==> config.mk <==
export PLATFORM = sky130hd
export DESIGN_NAME = url_component_tagger_unit
export DESIGN_NICKNAME = d
export VERILOG_FILES = /design/src/rtl/uct_pkg.sv /design/src/rtl/url_component_tagger_unit.sv /design/src/rtl/uct_front.sv /design/src/rtl/uct_queue.sv /design/src/rtl/uct_back.sv
export SDC_FILE = /design/constraint.sdc
export NUM_CORES = 1
export LEC_CHECK = 0
export BUFFER_PORTS_ARGS = -buffer_cell sky130_fd_sc_hd__buf_4
export CORE_ASPECT_RATIO = 0.7
export CORE_MARGIN = 1
export CORE_UTILIZATION = 55
export CTS_BUF_LIST = sky130_fd_sc_hd__clkbuf_16
export CTS_CLUSTER_SIZE = 12
export DETAILED_ROUTE_END_ITERATION = 6
export MAX_ROUTING_LAYER = met4
export PLACE_DENSITY_LB_ADDON = 0.15
export SLEW_MARGIN = 25
export SYNTH_ARGS = -nofsm -noshare
export SYNTH_HDL_FRONTEND = slang
export SYNTH_SLANG_ARGS = --single-unit
export TNS_END_PERCENT = 30
==> constraint.sdc <==
create_clock -name clk -period 3.7 [get_ports clk]
set_input_delay 0.185 -clock clk [delete_from_list [all_inputs] [get_ports clk]]
set_output_delay 0.185 -clock clk [all_outputs]
set_load 0.01 [all_outputs]
==> src/rtl/uct_pkg.sv <==
// uct_pkg: shared types and constants for the URL component tagger.
// Depends on nothing; imported by every module of the block.
package uct_pkg;

	localparam int unsigned MID_DEPTH = 4;
	localparam int unsigned MID_AW    = $clog2(MID_DEPTH);
	localparam int unsigned OUT_DEPTH = 2;
	localparam int unsigned OUT_AW    = $clog2(OUT_DEPTH);

	localparam logic [7:0] CH_COLON = 8'h3A;
	localparam logic [7:0] CH_SLASH = 8'h2F;
	localparam logic [7:0] CH_QUEST = 8'h3F;
	localparam logic [7:0] CH_HASH  = 8'h23;

	localparam logic [2:0] TAG_SCHEME = 3'd0;
	localparam logic [2:0] TAG_HOST   = 3'd1;
	localparam logic [2:0] TAG_PORT   = 3'd2;
	localparam logic [2:0] TAG_PATH   = 3'd3;
	localparam logic [2:0] TAG_QUERY  = 3'd4;
	localparam logic [2:0] TAG_FRAG   = 3'd5;
	localparam logic [2:0] TAG_DROP   = 3'd6;

	localparam logic [1:0] ERR_NONE     = 2'd0;
	localparam logic [1:0] ERR_SLASH    = 2'd1;
	localparam logic [1:0] ERR_NOCOLON  = 2'd2;
	localparam logic [1:0] ERR_NOSLASH2 = 2'd3;

	typedef enum logic [2:0] {
		CL_COLON,
		CL_SLASH,
		CL_QUEST,
		CL_HASH,
		CL_OTHER
	} char_class_t;

	typedef enum logic [3:0] {
		PH_SCHEME = 4'd0,
		PH_SLASH1 = 4'd1,
		PH_SLASH2 = 4'd2,
		PH_HOST   = 4'd3,
		PH_PORT   = 4'd4,
		PH_PATH   = 4'd5,
		PH_QUERY  = 4'd6,
		PH_FRAG   = 4'd7,
		PH_ERROR  = 4'd8
	} phase_t;

	typedef struct packed {
		char_class_t cls;
		logic [7:0]  ch;
		logic        last;
	} front_word_t;

	typedef struct packed {
		logic [7:0] ch;
		logic [2:0] tag;
		logic       last;
		logic [1:0] err;
	} result_word_t;

endpackage

==> src/rtl/url_component_tagger_unit.sv <==
// url_component_tagger_unit: top level of the URL component tagger.
// Depends on uct_pkg, uct_front, uct_queue and uct_back.
//
// Takes one URL byte per cycle while full is low and returns one word per
// byte: the byte, its component tag (scheme, host, port, path, query,
// fragment or dropped byte), the last mark and the sticky error code, which
// is final on the word that carries last_out. The sustained rate is one byte
// per clock when no side stalls; the phase register of the back-end state
// machine is updated once per byte. A byte passes the input register and the
// middle queue into the result queue, whose head drives the result ports.
// Each side stalls independently: a four-word queue sits between
// classification and parsing, and a two-word queue holds results.
module url_component_tagger_unit import uct_pkg::*; (
	input  logic       clk,
	input  logic       arst_n,
	input  logic       push,
	output logic       full,
	input  logic [7:0] char_in,
	input  logic       last_in,
	input  logic       pop,
	output logic       empty,
	output logic [7:0] char_out,
	output logic [2:0] field_tag,
	output logic       last_out,
	output logic [1:0] error_code
);

	logic        fw_valid;
	front_word_t fw_word;
	logic        mq_full;
	logic        mq_empty;
	logic        mq_rd;
	front_word_t mq_word;

	uct_front u_front (
		.clk        (clk),
		.arst_n     (arst_n),
		.push       (push),
		.full       (full),
		.char_in    (char_in),
		.last_in    (last_in),
		.word_valid (fw_valid),
		.word       (fw_word),
		.word_full  (mq_full)
	);

	uct_queue u_queue (
		.clk     (clk),
		.arst_n  (arst_n),
		.wr_en   (fw_valid),
		.wr_word (fw_word),
		.q_full  (mq_full),
		.rd_en   (mq_rd),
		.rd_word (mq_word),
		.q_empty (mq_empty)
	);

	uct_back u_back (
		.clk        (clk),
		.arst_n     (arst_n),
		.q_empty    (mq_empty),
		.q_word     (mq_word),
		.q_rd       (mq_rd),
		.pop        (pop),
		.empty      (empty),
		.char_out   (char_out),
		.field_tag  (field_tag),
		.last_out   (last_out),
		.error_code (error_code)
	);

endmodule

==> src/rtl/uct_front.sv <==
// uct_front: input register stage; classifies each byte against the delimiters.
// Depends on uct_pkg.
module uct_front import uct_pkg::*; (
	input  logic        clk,
	input  logic        arst_n,
	input  logic        push,
	output logic        full,
	input  logic [7:0]  char_in,
	input  logic        last_in,
	output logic        word_valid,
	output front_word_t word,
	input  logic        word_full
);

	logic        valid_s1;
	front_word_t word_s1;
	logic        accept;
	logic        send;
	char_class_t cls_c;

	always_comb begin
		case (char_in)
			CH_COLON: cls_c = CL_COLON;
			CH_SLASH: cls_c = CL_SLASH;
			CH_QUEST: cls_c = CL_QUEST;
			CH_HASH:  cls_c = CL_HASH;
			default:  cls_c = CL_OTHER;
		endcase
	end

	assign send   = valid_s1 && !word_full;
	assign full   = valid_s1 && word_full;
	assign accept = push && !full;

	always_ff @(posedge clk or negedge arst_n) begin
		if (!arst_n) begin
			valid_s1 <= 1'b0;
		end else if (accept) begin
			valid_s1 <= 1'b1;
		end else if (send) begin
			valid_s1 <= 1'b0;
		end
	end

	always_ff @(posedge clk) begin
		if (accept) begin
			word_s1 <= '{cls: cls_c, ch: char_in, last: last_in};
		end
	end

	assign word_valid = send;
	assign word       = word_s1;

endmodule

==> src/rtl/uct_queue.sv <==
// uct_queue: short queue of classified words between front and back.
// Depends on uct_pkg.
module uct_queue import uct_pkg::*; (
	input  logic        clk,
	input  logic        arst_n,
	input  logic        wr_en,
	input  front_word_t wr_word,
	output logic        q_full,
	input  logic        rd_en,
	output front_word_t rd_word,
	output logic        q_empty
);

	front_word_t        mem [MID_DEPTH];
	logic [MID_AW-1:0]  wr_ptr_q;
	logic [MID_AW-1:0]  rd_ptr_q;
	logic [MID_AW:0]    cnt_q;
	logic               do_wr;
	logic               do_rd;

	assign q_full  = (cnt_q == (MID_AW+1)'(MID_DEPTH));
	assign q_empty = (cnt_q == '0);
	assign do_wr   = wr_en && !q_full;
	assign do_rd   = rd_en && !q_empty;

	always_ff @(posedge clk or negedge arst_n) begin
		if (!arst_n) begin
			wr_ptr_q <= '0;
			rd_ptr_q <= '0;
			cnt_q    <= '0;
		end else begin
			if (do_wr) begin
				wr_ptr_q <= wr_ptr_q + 1'b1;
			end
			if (do_rd) begin
				rd_ptr_q <= rd_ptr_q + 1'b1;
			end
			case ({do_wr, do_rd})
				2'b10:   cnt_q <= cnt_q + 1'b1;
				2'b01:   cnt_q <= cnt_q - 1'b1;
				default: cnt_q <= cnt_q;
			endcase
		end
	end

	always_ff @(posedge clk) begin
		if (do_wr) begin
			mem[wr_ptr_q] <= wr_word;
		end
	end

	assign rd_word = mem[rd_ptr_q];

endmodule

==> src/rtl/uct_back.sv <==
// uct_back: parse state machine and result queue.
// Depends on uct_pkg; takes words from uct_queue.
module uct_back import uct_pkg::*; (
	input  logic        clk,
	input  logic        arst_n,
	input  logic        q_empty,
	input  front_word_t q_word,
	output logic        q_rd,
	input  logic        pop,
	output logic        empty,
	output logic [7:0]  char_out,
	output logic [2:0]  field_tag,
	output logic        last_out,
	output logic [1:0]  error_code
);

	phase_t             phase_q;
	logic [1:0]         err_q;
	phase_t             phase_d;
	phase_t             phase_step;
	logic [1:0]         err_d;
	logic [1:0]         err_step;
	logic [2:0]         tag_c;

	result_word_t       out_mem [OUT_DEPTH];
	logic [OUT_AW-1:0]  out_wr_ptr_q;
	logic [OUT_AW-1:0]  out_rd_ptr_q;
	logic [OUT_AW:0]    out_cnt_q;
	logic               out_pop;
	logic               step;
	result_word_t       res_c;

	// next state
	always_comb begin
		phase_step = phase_q;
		err_step   = err_q;
		case (phase_q)
			PH_SCHEME: begin
				if (q_word.cls == CL_COLON) begin
					phase_step = PH_SLASH1;
				end else if (q_word.cls == CL_SLASH) begin
					phase_step = PH_ERROR;
					err_step   = (err_q == ERR_NONE) ? ERR_SLASH : err_q;
				end
			end
			PH_SLASH1: begin
				if (q_word.cls == CL_SLASH) begin
					phase_step = PH_SLASH2;
				end else begin
					phase_step = PH_ERROR;
					err_step   = (err_q == ERR_NONE) ? ERR_NOSLASH2 : err_q;
				end
			end
			PH_SLASH2: begin
				if (q_word.cls == CL_SLASH) begin
					phase_step = PH_HOST;
				end else begin
					phase_step = PH_ERROR;
					err_step   = (err_q == ERR_NONE) ? ERR_NOSLASH2 : err_q;
				end
			end
			PH_HOST: begin
				if (q_word.cls == CL_COLON) begin
					phase_step = PH_PORT;
				end else if (q_word.cls == CL_SLASH) begin
					phase_step = PH_PATH;
				end
			end
			PH_PORT: begin
				if (q_word.cls == CL_SLASH) begin
					phase_step = PH_PATH;
				end
			end
			PH_PATH: begin
				if (q_word.cls == CL_QUEST) begin
					phase_step = PH_QUERY;
				end else if (q_word.cls == CL_HASH) begin
					phase_step = PH_FRAG;
				end
			end
			PH_QUERY: begin
				if (q_word.cls == CL_HASH) begin
					phase_step = PH_FRAG;
				end
			end
			PH_FRAG: begin
				phase_step = PH_FRAG;
			end
			default: begin
				phase_step = PH_ERROR;
			end
		endcase

		// end-of-URL checks
		if (q_word.last) begin
			if (phase_step == PH_SCHEME) begin
				err_step = (err_step == ERR_NONE) ? ERR_NOCOLON : err_step;
			end else if (phase_step inside {PH_SLASH1, PH_SLASH2}) begin
				err_step = (err_step == ERR_NONE) ? ERR_NOSLASH2 : err_step;
			end
		end

		if (q_word.last) begin
			phase_d = PH_SCHEME;
			err_d   = ERR_NONE;
		end else begin
			phase_d = phase_step;
			err_d   = err_step;
		end
	end

	// outputs
	always_comb begin
		tag_c = TAG_DROP;
		case (phase_q)
			PH_SCHEME: begin
				if (!(q_word.cls inside {CL_COLON, CL_SLASH})) begin
					tag_c = TAG_SCHEME;
				end
			end
			PH_HOST: begin
				if (!(q_word.cls inside {CL_COLON, CL_SLASH})) begin
					tag_c = TAG_HOST;
				end
			end
			PH_PORT: begin
				if (q_word.cls != CL_SLASH) begin
					tag_c = TAG_PORT;
				end
			end
			PH_PATH: begin
				if (!(q_word.cls inside {CL_QUEST, CL_HASH})) begin
					tag_c = TAG_PATH;
				end
			end
			PH_QUERY: begin
				if (q_word.cls != CL_HASH) begin
					tag_c = TAG_QUERY;
				end
			end
			PH_FRAG: begin
				tag_c = TAG_FRAG;
			end
			default: begin
				tag_c = TAG_DROP;
			end
		endcase
		res_c = '{ch: q_word.ch, tag: tag_c, last: q_word.last, err: err_step};
	end

	assign empty   = (out_cnt_q == '0);
	assign out_pop = pop && !empty;
	assign step    = !q_empty && ((out_cnt_q != (OUT_AW+1)'(OUT_DEPTH)) || out_pop);
	assign q_rd    = step;

	always_ff @(posedge clk or negedge arst_n) begin
		if (!arst_n) begin
			phase_q      <= PH_SCHEME;
			err_q        <= ERR_NONE;
			out_wr_ptr_q <= '0;
			out_rd_ptr_q <= '0;
			out_cnt_q    <= '0;
		end else begin
			if (step) begin
				phase_q      <= phase_d;
				err_q        <= err_d;
				out_wr_ptr_q <= out_wr_ptr_q + 1'b1;
			end
			if (out_pop) begin
				out_rd_ptr_q <= out_rd_ptr_q + 1'b1;
			end
			case ({step, out_pop})
				2'b10:   out_cnt_q <= out_cnt_q + 1'b1;
				2'b01:   out_cnt_q <= out_cnt_q - 1'b1;
				default: out_cnt_q <= out_cnt_q;
			endcase
		end
	end

	always_ff @(posedge clk) begin
		if (step) begin
			out_mem[out_wr_ptr_q] <= res_c;
		end
	end

	assign char_out   = out_mem[out_rd_ptr_q].ch;
	assign field_tag  = out_mem[out_rd_ptr_q].tag;
	assign last_out   = out_mem[out_rd_ptr_q].last;
	assign error_code = out_mem[out_rd_ptr_q].err;

endmodule
==> results of run 1 <==
how the worst min path moves through the flow:
stage                from                to  slack [ns]  depth (start not counted)
6_report       char_in[1]   u_front.word[2]        0.02                          1
5_1_grt        char_in[1]   u_front.word[2]       0.004                          1
3_5_place_dp       arst_n  u_front.valid_s1        0.07                          1
3_3_place_gp       arst_n  u_front.valid_s1        0.07                          1
4_1_cts           last_in   u_front.word[0]       0.001                          1
2_1_floorplan      arst_n   u_back.err_q[0]       -0.11                          0
final cells by class:
type / count / area [um^2] / area share, %
flip-flops and latches: 106 / 3090 / 60.4
clock inverters: 7 / 93.8 / 1.83
well taps: 101 / 126 / 2.47
repair buffers: 33 / 253 / 4.94
clock buffers: 9 / 225 / 4.40
inverters: 9 / 33.8 / 0.660
multi-input cells: 153 / 1300 / 25.3
cells in the mapped netlist (all sizes together) (3+ instances only):
master / number / area, um^2
clkbuf: 10 / 37.5
buf: 3 / 26.3
nor3: 6 / 30.0
edfxtp: 88 / 2640
nor2b: 3 / 18.8
and2: 7 / 43.8
nand3: 3 / 15.0
o21ai: 12 / 63.8
xor2: 6 / 52.6
mux2: 14 / 158
mux4: 12 / 270
inv: 8 / 30.0
dfrtp: 18 / 450
nand2: 12 / 45.0
nor2: 20 / 75.1
xnor2: 10 / 87.6
ha: 6 / 75.1
o31ai: 5 / 47.5
a21oi: 9 / 56.3
metrics by stage:
step	utilization (%)	setup WS [ns]	instance area (um^2)	power (uW)	hold slack, ns
after floorplan	-	1.43	4480	3100	-0.111
after global placement	60.7	1.03	4780	3560	0.0713
after detailed placement	60.7	0.914	4780	3600	0.0742
after CTS	64.9	0.902	5110	4590	0.000982
after global routing	65.1	0.801	5120	4820	0.00398
final	65.1	0.949	5120	4530	0.0217
critical path, delay by kind of cell, from the launching register on:
kind	cells	cell delay, ns
simple gates	1	0.57
compound gates	3	0.39
flops	1	0.66
xor+xnor	1	0.15
mux	1	0.72
cells by family (layout without fill, tap and decap cells):
logic type	Yosys count	count (layout)	synth area share, %
flip-flops	106	106	69.0
AND/OR/NAND/NOR	65	65	7.65
AO/OA/AOI/OAI	37	37	5.97
multiplexers	28	28	9.99
buffers and inverters	22	58	2.18
XOR/XNOR	16	16	3.12
adder cells (fa/ha/maj)	7	7	2.12
metal layers:
layer,up-vias,track usage [%]
met5,-,-
met1,1137,28.7
met4,0,5.20
met2,55,26.7
met3,7,6.30
li1,1127,-
timing repair:
action,4_1_cts,5_1_grt
hold buffers,1,1
buffers inserted,0,0
hold endpoints to repair,18,1
sequential cells by signal (all words and copies together), names as in the netlist, 3 cells and up:
signal,cells
u_back.phase_q,4
u_front.word,12
u_queue.cnt_q,3
u_queue.mem,48
u_back.out_mem,28
where the power goes:
| group | switching (uW) | internal (uW) |
|---|---|---|
| combinational | 775 | 716 |
| sequential | 238 | 1820 |
| clock | 440 | 544 |
| total | 1450 | 3080 |
==> results.py, run 1 <==
metrics = {
    "clock_network": {
        "clk_path_buf_depth": 2,
        "cts.repair.resized": 0,
        "clk_latency_ns": 0.34,
        "cts_root_buffer": "clkbuf_16",
        "numCtsBuffers": 9,
        "htreeDepth": 3,
        "clk_pin_slew_worst_paths_ns": 0.07,
        "cts_tree": "yes",
        "cts.sinks": 106,
    },
    "route": {
        "via_per_inst": 5.56,
        "highest_layer": "met4",
        "initialDrtViolationCount": 155,
        "wl_met1_um": 3580,
        "wirelength_um": 7100,
        "vias": 2326,
        "routedWlPerCell_um": 17.0,
        "drtPass1Iterations": 4,
        "ant_nets": 0,
        "drc": 0,
        "dr_wl_met2_um": 3040,
        "wl_met3_um": 403,
    },
    "worst_hold_path": {
        "hold_class": "input port to register",
    },
    "global_routing": {
        "grt_max_degree": 21,
        "grt_pass1_vias": 2201,
        "gr-total-overflow": 0,
        "grtUsageTotal_pct": 19.6,
        "grt_pass1_wl_um": 11700,
        "antenna_found_initial": 0,
    },
    "floorplanning": {
        "core_area_mm2": 0.00787,
        "dieArea_mm2": 0.00852,
        "die_width_um": 110,
        "rows": 27,
        "die_h_um": 77.5,
        "io_pins": 29,
        "start_util_pct": 57.0,
    },
    "timing": {
        "rsz0062_at_grt": "no",
        "finalSetupTns_ns": 0,
        "worst_pin_slew_ns": 0.707,
        "final_hold_viol_count": 0,
        "setup_viol_count_final": 0,
        "skew_ns": 0.00755,
        "slew_headroom_pct": 52.9,
        "post-route-min-period_ns": 2.75,
        "drv_slew": 0,
        "timing.fmax_mhz": 364,
        "finalCritPeriodShare_pct": 74.3,
    },
    "place": {
        "gp_congestion": 0.780,
        "dp_hpwl_um": 4640,
        "dpl.cell_count": 400,
        "io_buffer_count": 28,
    },
    "yosys": {
        "synth_seq_area_share_pct": 69.0,
        "async_flop_share_pct": 17.0,
        "yosysWarnings": 0,
        "syn_nets": 301,
        "syn_inst": 281,
        "syn_area_per_cell_um2": 16.0,
        "synth_flop_cell": "edfxtp_1",
        "synth_cell_type_count": 50,
        "ys_seq_elements": 106,
        "synth_edf_count": 88,
        "netlist_area_mm2": 0.00448,
    },
    "cells_and_area": {
        "fin_nets": 332,
        "mostFrequentLayoutCells": "88 x edfxtp_1, 31 x buf_4, 20 x nor2_1, 18 x dfrtp_1, 14 x mux2_2",
        "n_antenna_cell": 0,
        "nFillCells": 557,
        "fin_cells": 418,
        "syn_to_final_growth_pct": 14.2,
        "layout_commonest_cell": "edfxtp_1",
        "drive_gt1_share_pct": 25.9,
    },
    "worst_setup_path": {
        "worstPathCellList": "mux4_2, or4b_4, a21oi_4, a211oi_4, xnor2_1, o21ai_1",
        "r2r-start": "u_queue.rd_ptr_q[0]",
        "crit_arrival_ns": 2.83,
        "max_stage_delay_ns": 0.72,
        "cp-endpoint": "u_back.out_mem[1][0]",
        "start_kind": "register",
        "crit_start": "u_queue.rd_ptr_q[0]",
        "required_ns": 3.78,
        "end_kind": "register",
        "slowest_stage": "mux4_2",
        "rrSetupSlack_ns": 0.95,
        "crit_path_max_fanout": 13,
        "critical_path_class": "register to register",
        "reg2reg_depth": 6,
        "worstReg2RegEnd": "u_back.out_mem[1][0]",
    },
    "power_and_ir_drop": {
        "p_per_area_mw_per_mm2": 886,
        "power.leakage_uw": 0.00183,
        "ir_worst_vdd_mv": 0.420,
    },
    "status": {
        "status": "finished clean",
    },
    "run": {
        "drv_cap": 0,
    },
}
(Power assumes the default switching activity.)
==> inputs of run 2 (changes only) <==
Settings changed: ABC_AREA set to 1, CORE_UTILIZATION 55 to 54.
Clock period 3.7 ns to 2.3 ns, I/O delays scaled along.
==> run 2 against run 1 <==
Non-clock buffer count rose by 17. Worst setup slack lost 0.76 ns. Clock skew barely moved. Sequential power is 56% higher. The run now ends with DRC left. Global-route usage grew 1.7 points. Die area grew 4.1%. Clock-buffer cell count unchanged. Sequential share of layout area down 2.3 points. Critical path depth up 6. Highest routed layer unchanged.
==> results.py, run 2 <==
metrics = {
    "power_and_ir_drop": {
        "fin_total_pwr_uw": 7630,
        "p_per_area_mw_per_mm2": 1430,
        "ir_worst_vdd_mv": 0.799,
        "swShare_pct": 37.3,
        "p_int_uw": 4780,
        "combPwrFrac_pct": 40.4,
        "power.leakage_uw": 0.00218,
        "clkPwrFrac_pct": 17.5,
        "share_seq_of_total_power_pct": 42.1,
        "switchingPower_uw": 2850,
    },
    "worst_setup_path": {
        "r2r-start": "u_queue.rd_ptr_q[0]",
        "critical_path_class": "register to register",
        "rrSetupSlack_ns": 0.19,
        "required_ns": 2.36,
        "end_kind": "register",
        "worstReg2RegEnd": "u_back.out_mem[1][0]",
        "max_stage_delay_ns": 0.54,
        "crit_path_max_fanout": 26,
        "crit_top_cell": "nand2_1",
        "worstPathCellList": "inv_6, nand2_1, nand2_1, nand2_1, nand2_2, nand3_4, nand2_2, nand2_2, a21oi_4, o21ai_1, nand2_1, o21ai_1",
        "start_kind": "register",
        "slowest_stage": "dfrtp_1",
        "crit_arrival_ns": 2.17,
        "reg2reg_depth": 12,
    },
    "route": {
        "wl_met3_um": 497,
        "initialDrtViolationCount": 177,
        "drtPass1Iterations": 7,
        "drc": 3,
        "ant_nets": 0,
        "wl_met1_um": 4140,
        "wirelength_um": 8330,
        "dr_wl_met2_um": 3590,
        "routedWlPerCell_um": 14.8,
        "via_per_inst": 5.34,
        "vias": 2996,
        "highest_layer": "met4",
    },
    "timing": {
        "timing.fmax_mhz": 474,
        "post-route-min-period_ns": 2.11,
        "finalCritPeriodShare_pct": 91.7,
        "drv_slew": 0,
        "slew_headroom_pct": 64.9,
        "final_hold_viol_count": 0,
        "finalSetupTns_ns": 0,
        "worst_pin_slew_ns": 0.520,
        "rsz0062_at_grt": "no",
        "setup_viol_count_final": 0,
        "skew_ns": 0.00799,
    },
    "cells_and_area": {
        "mostFrequentLayoutCells": "102 x nand2_1, 88 x edfxtp_1, 47 x nor2_1, 40 x buf_4",
        "nFillCells": 609,
        "fin_cells": 561,
        "fin_nets": 475,
        "largest_reg_flops": 48,
        "layout_commonest_cell": "nand2_1",
        "regMostFlops": "u_queue.mem",
        "n_antenna_cell": 0,
        "fin_util_pct": 66.2,
        "syn_to_final_growth_pct": 16.0,
        "drive_gt1_share_pct": 17.8,
    },
    "yosys": {
        "synth_flop_cell": "edfxtp_1",
        "syn_nets": 424,
        "synth_edf_count": 88,
        "synth_commonest_cells": "102 x nand2_1, 88 x edfxtp_1, 47 x nor2_1",
        "syn_area_per_cell_um2": 11.4,
        "synth_cell_type_count": 38,
        "ys_seq_elements": 106,
        "ys_top_cells_by_area": "edfxtp_1 58%, dfrtp_1 9.8%, nand2_1 8.3%, nor2_1 3.8%, o21ai_0 2.6%",
        "syn_inst": 404,
        "synth_top_area_cell": "edfxtp_1",
        "yosysWarnings": 0,
        "netlist_area_mm2": 0.00459,
        "async_flop_share_pct": 17.0,
        "synth_seq_area_share_pct": 67.4,
        "synth_top_area_share_pct": 57.6,
        "post-synth-top-count-cell": "nand2_1",
    },
    "place": {
        "io_buffer_count": 28,
        "dp_hpwl_um": 5740,
        "dpl.cell_count": 535,
        "gp_congestion": 0.917,
    },
    "status": {
        "violations": "DRC",
        "status": "complete, but fails checks",
    },
    "floorplanning": {
        "core_area_mm2": 0.00804,
        "io_pins": 29,
        "dieArea_mm2": 0.00888,
        "rows": 27,
        "die_h_um": 79.1,
        "start_util_pct": 57.1,
        "die_width_um": 112,
    },
    "global_routing": {
        "grt_pass1_wl_um": 13600,
        "gr-total-overflow": 0,
        "grt_pass1_vias": 2786,
        "antenna_found_initial": 0,
        "grt_max_degree": 27,
        "grtUsageTotal_pct": 21.3,
    },
    "worst_hold_path": {
        "hold_class": "input port to register",
        "min_path_cells": 3,
        "holdPathEnd": "u_front.valid_s1",
        "min-delay-start": "push",
    },
    "clock_network": {
        "cts.sinks": 106,
        "cts.repair.resized": 0,
        "clk_path_buf_depth": 2,
        "clk_latency_ns": 0.34,
        "htreeDepth": 3,
        "cts_root_buffer": "clkbuf_16",
        "numCtsBuffers": 9,
        "clk_pin_slew_worst_paths_ns": 0.07,
        "cts_tree": "yes",
    },
    "run": {
        "drv_cap": 0,
    },
}
==> run 2: changes by cell type after synthesis, sizes merged, moves of 12 or more <==
cell and delta:
nand3 +15, inv +24, o21ai +16, nand2 +100, mux4 -12, nor2 +27, mux2 -14
==> run 2: layout make-up <==
type	instances	area [um^2]	share of cell area, %
repair buffers	50	400	7.52
well taps	101	126	2.37
inverters	33	129	2.42
clock buffers	9	225	4.23
multi-input cells	255	1320	24.7
flip-flops and latches	106	3090	58.1
clock inverters	7	36.3	0.681
==> run 2: cells by family (layout without fill, tap and decap cells) <==
group,Yosys count,after routing,share of synthesized area [%]
xor gates and xnor gates,7,7,1.34
AOI/OAI and AO/OA,49,49,6.79
DFF,106,106,67.4
buffers and inverters,43,99,3.95
adders and majority gates,7,7,2.07
and+or+nand+nor,192,192,18.5
==> run 2: worst max-delay path by stage <==
stage                   startpoint  slack [ns]                    to
2_1_floorplan     u_queue.cnt_q[0]        0.42      u_queue.cnt_q[2]
3_3_place_gp   u_queue.rd_ptr_q[0]        0.30  u_back.out_mem[0][1]
3_5_place_dp   u_queue.rd_ptr_q[0]        0.24  u_back.out_mem[1][0]
4_1_cts        u_queue.rd_ptr_q[0]        0.22  u_back.out_mem[1][0]
5_1_grt        u_queue.rd_ptr_q[0]       0.004  u_back.out_mem[1][0]
6_report       u_queue.rd_ptr_q[0]        0.19  u_back.out_mem[1][0]
==> run 2: per-stage QoR <==
step / area, um^2 / setup WS, ns / hold slack, ns
final: 5330 / 0.191 / 0.0715
after global routing: 5330 / 0.00361 / 0.115
after CTS: 5330 / 0.219 / 0.0812
after detailed placement: 4960 / 0.237 / 0.00350
after global placement: 4960 / 0.297 / 0.000986
after floorplan: 4590 / 0.417 / -0.181
==> run 2: per-layer routing <==
metal  GRT usage [%]  vias to the layer above
met4            7.20                        0
met2            31.2                       87
met1            29.1                     1417
met3            5.95                        8
met5               -                        -
li1                -                     1484
==> run 2: power by group through the flow <==
stage / clock (uW) / sequential, uW / combinational, uW
final: 1340 / 3210 / 3080
after global routing: 1450 / 3270 / 3460
after CTS: 1380 / 3210 / 3110
after detailed placement: 0 / 3250 / 3080
after global placement: 0 / 3230 / 3010
after floorplan: 0 / 3170 / 2110
==> run 2: worst max-delay path: cells and delay by family, from the launching register on <==
kind / cells / cell delay [ns]
and+or+nand+nor: 8 / 0.68
DFF: 1 / 0.54
buffers and inverters: 1 / 0.26
AOI/OAI and AO/OA: 3 / 0.35
==> run 2: what timing repair did <==
item | in CTS | in global routing
setup buffers | 0 | 0
hold buffers | 10 | 0
endpoints found under the hold margin | 27 | 0
==> inputs of run 3 (changes only) <==
Settings changed: ABC_AREA 1 to not set.
==> run 3 against run 2 <==
The run ends with setup timing left. Largest power group unchanged. Sequential power increased by 2%. Clock skew decreased by 0.0026 ns. Core utilization increased by 1.4 points. Flip-flop and latch count unchanged. Highest routed layer unchanged. Worst setup slack got worse by 0.22 ns. Total power decreased by 2.4%.
==> results.py, run 3 (same netlist as run 1, synthesis figures left out) <==
metrics = {
    "timing": {
        "skew_ns": 0.00536,
        "worst_pin_slew_ns": 0.710,
        "rsz0062_at_grt": "yes",
        "fin_ws_ns": -0.0292,
        "slew_headroom_pct": 52.6,
        "drv_slew": 0,
        "setup_viol_count_final": 2,
        "post-route-min-period_ns": 2.33,
        "timing.fmax_mhz": 429,
        "finalCritPeriodShare_pct": 101,
        "final_hold_viol_count": 0,
    },
    "route": {
        "drc": 0,
        "via_per_inst": 5.55,
        "ant_nets": 0,
        "wirelength_um": 7400,
        "initialDrtViolationCount": 126,
        "vias": 2496,
        "routedWlPerCell_um": 16.4,
        "drtPass1Iterations": 4,
    },
    "global_routing": {
        "grtUsageMet3_pct": 5.41,
        "antenna_found_initial": 0,
        "grt_pass1_vias": 2416,
        "grt_max_degree": 19,
        "grt_pass1_wl_um": 12400,
        "use_met2_pct": 28.8,
        "top_usage_layer": "met2",
        "grtUsageTotal_pct": 19.5,
        "grt_use_met1_pct": 26.6,
        "gr-total-overflow": 0,
    },
    "floorplanning": {
        "die_width_um": 111,
        "dieArea_mm2": 0.00868,
        "die_h_um": 78.2,
        "io_pins": 29,
        "start_util_pct": 56.5,
        "core_area_mm2": 0.00794,
        "rows": 27,
    },
    "worst_setup_path": {
        "crit_arrival_ns": 2.41,
        "reg2reg_depth": 6,
        "r2r-start": "u_queue.rd_ptr_q[0]",
        "crit_path_max_fanout": 4,
        "start_kind": "register",
        "required_ns": 2.38,
        "rrSetupSlack_ns": -0.03,
        "critical_path_class": "register to register",
        "end_kind": "register",
        "worstReg2RegEnd": "u_back.out_mem[0][0]",
    },
    "place": {
        "dp_hpwl_um": 4870,
        "gp_congestion": 0.839,
        "dp_worst_setup_slack_ns": -0.150,
        "io_buffer_count": 28,
    },
    "cells_and_area": {
        "n_antenna_cell": 0,
        "fin_nets": 364,
        "regArea_mm2": 0.00309,
        "syn_to_final_growth_pct": 19.8,
        "mostFrequentLayoutCells": "88 x edfxtp_1, 52 x buf_4, 20 x nor2_1, 17 x dfrtp_1, 14 x mux2_2",
        "drive_gt1_share_pct": 30.1,
        "layout_commonest_cell": "edfxtp_1",
        "multi_input_area_mm2": 0.00132,
        "nFillCells": 537,
        "regMostFlops": "u_queue.mem",
        "largest_reg_flops": 48,
    },
    "clock_network": {
        "numCtsBuffers": 9,
        "clk_path_buf_depth": 2,
        "clk_latency_ns": 0.33,
        "htreeDepth": 3,
        "cts_root_buffer": "clkbuf_16",
        "cts.sinks": 106,
        "cts_tree": "yes",
        "clk_pin_slew_worst_paths_ns": 0.07,
    },
    "power_and_ir_drop": {
        "fin_total_pwr_uw": 7450,
        "power.leakage_uw": 0.00198,
        "ir_worst_vdd_mv": 0.744,
        "p_per_area_mw_per_mm2": 1390,
    },
    "run": {
        "drv_cap": 0,
    },
    "worst_hold_path": {
        "hold_class": "input port to asynchronous set/reset pin",
    },
    "status": {
        "status": "complete, but fails checks",
        "violations": "setup timing",
    },
}
-- run 3: cell count changes in the layout (fill, tap and decap cells not counted), moves of 6 or more --
| cell | before | now |
|---|---|---|
| nand2_1 | 102 | 12 |
| inv_2 | 8 | 0 |
| buf_4 | 40 | 52 |
| nand4_1 | 6 | 0 |
| inv_1 | 24 | 10 |
| xnor2_1 | 3 | 10 |
| o22ai_1 | 10 | 0 |
| o21ai_0 | 24 | 8 |
| nor2_1 | 47 | 20 |
| mux4_2 | 0 | 12 |
| mux2_2 | 0 | 14 |
| nand2_2 | 8 | 0 |
| nand3_1 | 13 | 3 |
-- run 3: critical path, cell delays in order, from the launching register on --
cell	delay [ns]
dfrtp_2	0.42
mux4_2	0.57
or4b_4	0.52
a21oi_4	0.18
a211oi_4	0.10
xnor2_1	0.19
o21ai_1	0.10
-- run 3: worst max path at each step --
stage                           end  cells after the start  slack [ns]           startpoint
2_1_floorplan  u_back.out_mem[0][0]                      7        0.03  u_queue.rd_ptr_q[0]
3_3_place_gp   u_back.out_mem[0][0]                      7       -0.04  u_queue.rd_ptr_q[0]
3_5_place_dp   u_back.out_mem[1][0]                      7       -0.15  u_queue.rd_ptr_q[0]
4_1_cts        u_back.out_mem[0][0]                      6       -0.05  u_queue.rd_ptr_q[0]
5_1_grt        u_back.out_mem[0][0]                      7       -0.10  u_queue.rd_ptr_q[0]
6_report       u_back.out_mem[0][0]                      6       -0.03  u_queue.rd_ptr_q[0]
-- run 3: area by class of cell --
class | instances | share of cell area [%]
multi-input cells | 153 | 24.6
inverters | 9 | 0.629
flip-flops and latches | 106 | 57.6
clock inverters | 7 | 0.862
well taps | 101 | 2.35
repair buffers | 65 | 9.80
clock buffers | 9 | 4.19
-- run 3: power by group --
part,switching (uW),internal [uW],leakage (uW),total (uW)
Clock,645,733,0.000134,1380
Sequential,325,2930,0.00104,3260
Combinational,1400,1410,0.000798,2810
Total,2370,5070,0.00198,7450
-- run 3: stage by stage --
stage	instances	util (%)	cell area (um^2)	hold WS, ns	setup TNS [ns]
2_1_floorplan	281	-	4480	-0.181	0
5_1_grt	450	67.7	5370	0.206	-0.325
3_3_place_gp	418	61.9	4910	0.000303	-0.0941
4_1_cts	447	67.0	5320	0.182	-0.101
3_5_place_dp	418	61.9	4910	-0.000493	-0.536
6_report	450	67.7	5370	0.187	-0.0582
-- run 3: timing repair --
action,4_1_cts,5_1_grt
endpoints found under the setup margin,8,8
hold buffers,11,0
buffers inserted,2,3
pin swaps,3,4
gates resized for setup,2,6
hold endpoints to repair,28,0
-- run 3: metal layers --
layer	up-vias	share of wire, %
li1	1181	-
met1	1233	49
met4	0	0.99
met5	-	0
met2	74	46
met3	8	4.7
